===== src/hdl/jet_pkg.sv =====
// Package for the Julia escape-time pixel unit: widths, register indexes and
// the constant intensity table. No dependencies.
package jet_pkg;

   localparam int MAX_ITER  = 40;
   localparam int FRAC_BITS = 12;

   // Field widths
   localparam int COORD_W = 16;
   localparam int CSR_W   = 32;
   localparam int STEP_W  = 6;
   localparam int INT_W   = 8;
   localparam int INDEX_W = 2;

   // Running z fits in Z_W bits: an update happens only while |z|^2 <= bailout,
   // so each new part stays below 2^20 + 2^15 in magnitude.
   localparam int Z_W    = 22;
   localparam int PROD_W = 2 * Z_W;
   localparam int MAG_W  = PROD_W + 1;

   // Configuration register indexes
   localparam logic [INDEX_W-1:0] REG_C_REAL     = 2'd0;
   localparam logic [INDEX_W-1:0] REG_C_IMAG     = 2'd1;
   localparam logic [INDEX_W-1:0] REG_BAILOUT_SQ = 2'd2;

   // Register reset values
   localparam logic signed [COORD_W-1:0] C_REAL_RESET     = -16'sd2048;
   localparam logic signed [COORD_W-1:0] C_IMAG_RESET     = 16'sd2621;
   localparam logic [CSR_W-1:0]          BAILOUT_SQ_RESET = 32'd167772160;

   localparam logic [STEP_W-1:0] LAST_ITER = STEP_W'(MAX_ITER - 1);
   localparam logic [STEP_W-1:0] STEP_MAX  = STEP_W'(MAX_ITER);

   typedef logic [INT_W*(MAX_ITER+1)-1:0] intensity_lut_type;

   // round(255*sqrt(s/MAX_ITER)), ties up: the largest n with
   // MAX_ITER*(2n-1)^2 <= 4*65025*s. Evaluated at elaboration only.
   function automatic intensity_lut_type build_intensity_lut();
      intensity_lut_type lut;
      longint unsigned   lhs;
      longint unsigned   odd;
      logic [INT_W-1:0]  n;
      lut = '0;
      for (int s = 0; s <= MAX_ITER; s++) begin
         lhs = 64'(260100) * 64'(s);
         n   = '0;
         for (int k = 1; k <= 255; k++) begin
            odd = 64'(2 * k - 1);
            if (64'(MAX_ITER) * odd * odd <= lhs) begin
               n = INT_W'(k);
            end
         end
         lut[s*INT_W +: INT_W] = n;
      end
      return lut;
   endfunction

   localparam intensity_lut_type INTENSITY_LUT = build_intensity_lut();

endpackage


===== src/hdl/julia_escape_time_pixel_unit.sv =====
// Julia set escape-time pixel unit: iterates z = z*z + c on one start point.
// Depends on jet_pkg (widths, register indexes, intensity table).

// One start point is taken per transfer on req_*, and one result leaves per
// transfer on rsp_*. The point is iterated on a single complex-squaring unit
// (three 22x22 multipliers feeding one add/compare/shift stage): in each
// iteration ST_MUL forms re*re, im*im and re*im, and ST_UPD tests
// |z|^2 > bailout_sq and writes back the new z. A new point is taken only in
// ST_IDLE, once the last one has finished and its result has left for the
// output register. The result sits in an output register, so the next point
// is taken while an earlier result still waits for rsp_ready. The constant c
// and the threshold are written through csr_*; the user must write them only
// while the unit is idle, which the unit itself does not enforce. Writes to an
// unknown index are dropped. The intensity is read from a constant table.
module julia_escape_time_pixel_unit (
   input  logic                                clock,
   input  logic                                reset,
   // start point channel
   input  logic                                req_valid,
   output logic                                req_ready,
   input  logic signed [jet_pkg::COORD_W-1:0]  req_start_real,
   input  logic signed [jet_pkg::COORD_W-1:0]  req_start_imag,
   // result channel
   output logic                                rsp_valid,
   input  logic                                rsp_ready,
   output logic        [jet_pkg::STEP_W-1:0]   rsp_escape_step,
   output logic                                rsp_escaped,
   output logic        [jet_pkg::INT_W-1:0]    rsp_intensity,
   // configuration write port
   input  logic                                csr_wr_en,
   input  logic        [jet_pkg::INDEX_W-1:0]  csr_index,
   input  logic        [jet_pkg::CSR_W-1:0]    csr_wdata
);

   // Sequencer codes
   localparam logic [1:0] ST_IDLE = 2'd0;  // waiting for a start point
   localparam logic [1:0] ST_MUL  = 2'd1;  // form the three products
   localparam logic [1:0] ST_UPD  = 2'd2;  // test bailout, write back z
   localparam logic [1:0] ST_HOLD = 2'd3;  // result done, output register full

   // Configuration registers
   logic signed [jet_pkg::COORD_W-1:0] c_real_ff;
   logic signed [jet_pkg::COORD_W-1:0] c_imag_ff;
   logic        [jet_pkg::CSR_W-1:0]   bailout_ff;

   // Sequencer and iteration state
   logic [1:0]                         state_ff, state_in;
   logic [jet_pkg::STEP_W-1:0]         iter_ff, iter_in;
   logic signed [jet_pkg::Z_W-1:0]     re_ff, re_in;
   logic signed [jet_pkg::Z_W-1:0]     im_ff, im_in;
   logic signed [jet_pkg::PROD_W-1:0]  rr_ff, ii_ff, ri_ff;

   // Finished result waiting for the output register
   logic [jet_pkg::STEP_W-1:0]         done_step_ff, done_step_in;
   logic                               done_esc_ff, done_esc_in;

   // Output register
   logic                               rsp_valid_ff, rsp_valid_in;
   logic [jet_pkg::STEP_W-1:0]         rsp_step_ff, rsp_step_in;
   logic                               rsp_esc_ff, rsp_esc_in;
   logic [jet_pkg::INT_W-1:0]          rsp_int_ff, rsp_int_in;

   // Datapath
   logic [jet_pkg::MAG_W-1:0]          mag;
   logic                               escape_now;
   logic signed [jet_pkg::MAG_W-1:0]   diff;
   logic signed [jet_pkg::MAG_W-1:0]   diff_shr;
   logic signed [jet_pkg::PROD_W-1:0]  cross_shr;
   logic                               out_free;
   logic                               finish;
   logic [jet_pkg::STEP_W-1:0]         fin_step;
   logic                               fin_esc;

   assign req_ready = (state_ff == ST_IDLE);
   assign out_free  = !rsp_valid_ff || rsp_ready;

   // |z|^2 and the next z from the registered products
   assign mag        = jet_pkg::MAG_W'($unsigned(rr_ff)) + jet_pkg::MAG_W'($unsigned(ii_ff));
   assign escape_now = mag > jet_pkg::MAG_W'(bailout_ff);
   assign diff       = jet_pkg::MAG_W'(rr_ff) - jet_pkg::MAG_W'(ii_ff);
   // floor shift; 2*re*im shifted by FRAC_BITS is re*im shifted by one less
   assign diff_shr   = diff >>> jet_pkg::FRAC_BITS;
   assign cross_shr  = ri_ff >>> (jet_pkg::FRAC_BITS - 1);

   // Finish on escape, or after the test of the last step fails
   assign finish   = (state_ff == ST_UPD) && (escape_now || (iter_ff == jet_pkg::LAST_ITER));
   assign fin_step = escape_now ? iter_ff : jet_pkg::STEP_MAX;
   assign fin_esc  = escape_now;

   always_comb begin
      state_in     = state_ff;
      iter_in      = iter_ff;
      re_in        = re_ff;
      im_in        = im_ff;
      done_step_in = done_step_ff;
      done_esc_in  = done_esc_ff;
      rsp_valid_in = rsp_valid_ff;
      rsp_step_in  = rsp_step_ff;
      rsp_esc_in   = rsp_esc_ff;
      rsp_int_in   = rsp_int_ff;

      // drop the result once it is transferred
      if (rsp_valid_ff && rsp_ready) begin
         rsp_valid_in = 1'b0;
      end

      unique case (state_ff)
         ST_IDLE: begin
            if (req_valid) begin
               re_in    = jet_pkg::Z_W'(req_start_real);
               im_in    = jet_pkg::Z_W'(req_start_imag);
               iter_in  = '0;
               state_in = ST_MUL;
            end
         end
         ST_MUL: begin
            state_in = ST_UPD;
         end
         ST_UPD: begin
            if (finish) begin
               if (out_free) begin
                  rsp_valid_in = 1'b1;
                  rsp_step_in  = fin_step;
                  rsp_esc_in   = fin_esc;
                  rsp_int_in   = fin_esc ?
                     jet_pkg::INTENSITY_LUT[fin_step*jet_pkg::INT_W +: jet_pkg::INT_W] : '0;
                  state_in     = ST_IDLE;
               end else begin
                  done_step_in = fin_step;
                  done_esc_in  = fin_esc;
                  state_in     = ST_HOLD;
               end
            end else begin
               re_in    = jet_pkg::Z_W'(diff_shr) + jet_pkg::Z_W'(c_real_ff);
               im_in    = jet_pkg::Z_W'(cross_shr) + jet_pkg::Z_W'(c_imag_ff);
               iter_in  = iter_ff + 1'b1;
               state_in = ST_MUL;
            end
         end
         ST_HOLD: begin
            if (out_free) begin
               rsp_valid_in = 1'b1;
               rsp_step_in  = done_step_ff;
               rsp_esc_in   = done_esc_ff;
               rsp_int_in   = done_esc_ff ?
                  jet_pkg::INTENSITY_LUT[done_step_ff*jet_pkg::INT_W +: jet_pkg::INT_W] : '0;
               state_in     = ST_IDLE;
            end
         end
         default: begin
            state_in = ST_IDLE;
         end
      endcase
   end

   // Control state
   always_ff @(posedge clock) begin
      if (reset) begin
         state_ff     <= ST_IDLE;
         rsp_valid_ff <= 1'b0;
         iter_ff      <= '0;
      end else begin
         state_ff     <= state_in;
         rsp_valid_ff <= rsp_valid_in;
         iter_ff      <= iter_in;
      end
   end

   // Configuration registers
   always_ff @(posedge clock) begin
      if (reset) begin
         c_real_ff  <= jet_pkg::C_REAL_RESET;
         c_imag_ff  <= jet_pkg::C_IMAG_RESET;
         bailout_ff <= jet_pkg::BAILOUT_SQ_RESET;
      end else if (csr_wr_en) begin
         unique case (csr_index)
            jet_pkg::REG_C_REAL:     c_real_ff  <= jet_pkg::COORD_W'(csr_wdata);
            jet_pkg::REG_C_IMAG:     c_imag_ff  <= jet_pkg::COORD_W'(csr_wdata);
            jet_pkg::REG_BAILOUT_SQ: bailout_ff <= csr_wdata;
            default: ;
         endcase
      end
   end

   // Payload registers; the multipliers load every cycle from the current z
   always_ff @(posedge clock) begin
      re_ff        <= re_in;
      im_ff        <= im_in;
      rr_ff        <= re_ff * re_ff;
      ii_ff        <= im_ff * im_ff;
      ri_ff        <= re_ff * im_ff;
      done_step_ff <= done_step_in;
      done_esc_ff  <= done_esc_in;
      rsp_step_ff  <= rsp_step_in;
      rsp_esc_ff   <= rsp_esc_in;
      rsp_int_ff   <= rsp_int_in;
   end

   assign rsp_valid       = rsp_valid_ff;
   assign rsp_escape_step = rsp_step_ff;
   assign rsp_escaped     = rsp_esc_ff;
   assign rsp_intensity   = rsp_int_ff;

   // A transferred start point always starts a product cycle
   a_accept_starts: assert property (@(posedge clock) disable iff (reset)
      (req_valid && req_ready) |=> (state_ff == ST_MUL))
      else $error("accepted point did not start iterating");

   // The step counter never passes the last step while iterating
   a_iter_bound: assert property (@(posedge clock) disable iff (reset)
      (state_ff == ST_MUL || state_ff == ST_UPD) |-> (iter_ff <= jet_pkg::LAST_ITER))
      else $error("iteration count out of range");

   // A held result means the output register is still occupied
   a_hold_full: assert property (@(posedge clock) disable iff (reset)
      (state_ff == ST_HOLD) |-> rsp_valid_ff)
      else $error("result held while output register is empty");

   // A point that never escaped reports the full count and zero intensity
   a_no_escape: assert property (@(posedge clock) disable iff (reset)
      (rsp_valid_ff && !rsp_esc_ff) |->
         (rsp_step_ff == jet_pkg::STEP_MAX && rsp_int_ff == '0))
      else $error("non-escaped result has wrong step or intensity");

endmodule

===== config.mk =====
export PLATFORM = sky130hd
export DESIGN_NAME = julia_escape_time_pixel_unit
export DESIGN_NICKNAME = d
export VERILOG_FILES = /design/src/hdl/jet_pkg.sv /design/src/hdl/julia_escape_time_pixel_unit.sv
export SDC_FILE = /design/constraint.sdc
export NUM_CORES = 2
export LEC_CHECK = 0
export BUFFER_PORTS_ARGS = -buffer_cell sky130_fd_sc_hd__buf_2
export CELL_PAD_IN_SITES_DETAIL_PLACEMENT = 0
export CELL_PAD_IN_SITES_GLOBAL_PLACEMENT = 2
export CORE_ASPECT_RATIO = 1.25
export CORE_MARGIN = 2
export CORE_UTILIZATION = 43
export CTS_CLUSTER_SIZE = 40
export DETAILED_ROUTE_END_ITERATION = 8
export MAX_ROUTING_LAYER = met4
export PLACE_DENSITY_LB_ADDON = 0.1
export SYNTH_ARGS = -nofsm -noshare
export SYNTH_HDL_FRONTEND = slang
export SYNTH_SLANG_ARGS = --single-unit

===== constraint.sdc =====
create_clock -name clock -period 11.14 [get_ports clock]
set_clock_uncertainty 0.1 [all_clocks]
set_input_delay 0.557 -clock clock [delete_from_list [all_inputs] [get_ports clock]]
set_output_delay 0.557 -clock clock [all_outputs]
set_load 0.03 [all_outputs]

==> summary.md <==
| Metric | Value |
|---|---|
| Outcome | finished clean |
| Row Count | 154 |
| Cell variety after synth | slightly below 90 |
| Via count | between 40000 and 50000 |
| Max-cap violations | 0 |
| Mapped Nets | 8675 |
| Post_cts resized | 0 |
| Worst-path clk slew | 0.06 ns |
| Ports | 88 |
| Setup_tns | 0 ns |
| RSZ-0062 raised after global routing | false |
| Nets | 8585 |
| Min Tclk post-route | 9.15 ns |
| Crit path largest cell delay | 1.10 ns |
| Final Slew Violations | 0 |
| Die area | 145000 µm² |
| Core box area | 141000 µm² |
| Top cell type's share of synthesized area | between 40 and 50% |
| Post-Syn Area | 60900 µm² |
| CTS root buffer | clkbuf_16 |
| H-Tree Depth | 2 |
| CTS tree | built |
| Worst-path cell chain | buf_4, and2_1, fa_1, inv_1, fa_1, fa_1, inv_1, fa_1, fa_1, fa_1, inv_1, fa_1, inv_1, ha_1, o311ai_0, nand4b_1, o211a_1, a2111oi_1, o21ai_0, o41a_1, nand4_1, and4_1, nor3_1, xor2_1 |
| EDFF count, synth | 66 |
| DP Wirelength | 140000 µm |
| Worst Hold Class | in -> reg |
| Initial Util | 43.2% |
| Max FO, Critical Path | 27 |
| Worst hold slack | between 0.05 and 0.06 ns |
| WP data required | 11.51 ns |
| Startpoint types | register |
| Cell with the most instances after synthesis | inv_1 |
| Met3 WL post-DR | ~5200 µm |
| Routed len/inst | approximately 20 µm |
| Post-DR vias/cell | 5.08 |
| Period Utilization, post-route | between 80 and 90% |
| Wl on met1 | ~70000 µm |
| Global route total overflow | 0 |
| Fill cells | 14100 |
| #FFs+latches synth | 247 |
| Pre-Repair DR Iteration Count | 6 |
| Met2 wire len | around 90000 µm |
| GPL Wtd Cong | 0.863 |
| Port bufs | 87 |
| First-pass GRT wire length | 272000 µm |
| Number of antenna violations at the first check in global routing | 4 |
| CP top delay family | adder cells |
| Crit Path Class | reg -> reg |
| Layout cells sized above 1 | ~3.8% |
| Async S/R FF share, synth | 0% |
| Slew Limit Headroom | 18.7% |
| DRT antenna net count | 0 |
| Critical path buffers and inverters | 5 |
| Setup ws final | 1.99 ns |
| Die Y | 425 µm |
| Num CTS Buffers | 34 |
| CTS Hold Buffers Added | 0 |
| Synth Flop Type | dfxtp_1 |
| Vias in the first global route | 47100 |
| Die width | 341 µm |
| Crit. End Element | register |
| Setup violations, final | 0 |
| Pre-CTS WS | 1.93 ns |
| FMAX | 109 MHz |
| Fin cells | 8560 |
| Uppermost layer routed | met4 |
| Top cells by area, synth | fa_1 (43%), ha_1 (11%), inv_1 (10%) |
| Seq/Total Area, Yosys | approximately 9.2% |
| Clock sinks | around 250 |
| Hold Violations, Final | 0 |
| Worst-margin pin slew | 1.22 ns |
| Synth-to-Final Area Change | 5.51% |
| Routed wire length | around 170000 µm |
| # DRC | 0 |
| Slowest cell on crit path | edfxtp_1 |
| Post-Syn Instances | 6750 |
| GRT Resource Usage Total | 25.4% |
| Post-CTS setup buffer count | 0 |
| Top cells by instance count after synthesis | inv_1 (1686), fa_1 (1296), nand2_1 (816), ha_1 (558), and2_1 (315) |
| DRT iter0 DRCs | 2403 |
| Clock Path Buffers | 3 |
| Largest net degree at the start of global routing | 72 |
| Yosys Warn Count | 0 |
| Leading area contributor after synthesis | fa_1 |
| Most Frequent Cell on Critical Path | fa_1 |
| Post-Syn Area per Cell | 9.02 µm² |
| Arr. time, crit path | 9.52 ns |
| Clock Latency Late Sink | between 0.6 and 0.7 ns |
| Cells after DPL | 8496 |
-- cell type report --
cell class	instances	area (µm²)	share of cell area [%]
Clock inverter	17	190	0.296
Antenna cell	3	7.51	0.0117
Clock buffer	44	930	1.45
Multi-Input combinational cell	4535	47900	74.6
Timing Repair Buffer	151	916	1.43
Inverter	1691	6350	9.88
Sequential cell	247	5610	8.73
Tap cell	1872	2340	3.65
-- through the flow --
stage	utilization, %	cell area (µm²)
detailed placement	44.8	63100
global route	45.6	64200
global placement	44.8	63100
finish	45.6	64200
floorplan	-	60900
CTS	45.6	64200
-- per-layer routing --
| metal | vias to the layer above | global-route usage, % |
|---|---|---|
| met5 | - | - |
| met4 | 0 | 6.71 |
| met3 | 192 | 1.56 |
| met2 | 774 | 44.9 |
| met1 | 22400 | 31.5 |
| li1 | 20100 | - |
-- worst reg2reg max path, stage by stage, from the launching register on --
cell and delay, ns:
edfxtp_1 1.10, buf_4 0.54, and2_1 0.22, fa_1 0.39, inv_1 0.12, fa_1 0.45, fa_1 0.56, inv_1 0.07
fa_1 0.56, fa_1 0.43, fa_1 0.49, inv_1 0.05, fa_1 0.47, inv_1 0.04, ha_1 0.22, o311ai_0 0.78
nand4b_1 0.17, o211a_1 0.33, a2111oi_1 0.70, o21ai_0 0.32, o41a_1 0.40, nand4_1 0.12, and4_1 0.18, nor3_1 0.06
xor2_1 0.14
-- cells by family (layout without fill, tap and decap cells) --
group	Yosys count	in the layout	synth area share, %
other	0	3	0
multiplexers	27	27	0.481
adder cells (fa/ha/maj)	1855	1855	54.1
flip-flops	247	247	9.21
buffers and inverters	1968	1903	12.2
AND/OR/NAND/NOR	1691	1691	13.0
XOR/XNOR	243	243	3.50
AO/OA/AOI/OAI	719	719	7.57
-- cell usage in the layout (no fill, tap or decap), types with 27 or more instances in the layout --
master,Yosys,layout
inv_1,1686,1686
fa_1,1296,1296
nand2_1,816,815
ha_1,558,558
and2_1,315,315
nor2_1,244,244
a21oi_1,235,235
xnor2_1,187,187
dfxtp_1,181,181
o21ai_0,140,140
buf_2,11,87
a21o_1,82,82
nor3_1,66,66
edfxtp_1,66,66
buf_4,0,64
xor2_1,56,56
nand2b_1,48,48
nor2b_1,46,46
nand3_1,43,43
o21a_1,37,37
clkbuf_16,0,35
o21bai_1,27,27
-- flip-flops by register name, summed over array words and instances (netlist names), 8 cells and up --
register	flops
bailout_ff	32
rsp_intensity	8
re_ff	22
im_ff	22
c_imag_ff	16
ii_ff	43
ri_ff	22
c_real_ff	16
rr_ff	43
-- final timing paths --
kind | startpoint | to | slack (ns) | cells after the start
setup / recovery | re_ff[10] | rr_ff[42] | 1.99 | 24
hold / removal | csr_wdata[27] | bailout_ff[27] | 0.06 | 2
setup reg to reg | re_ff[10] | rr_ff[42] | 1.99 | 24
hold reg to reg | bailout_ff[9] | bailout_ff[9] | 0.36 | 2
Power is not shown: default switching activity piles up to over one toggle a cycle in this logic, so the estimate is an artifact.
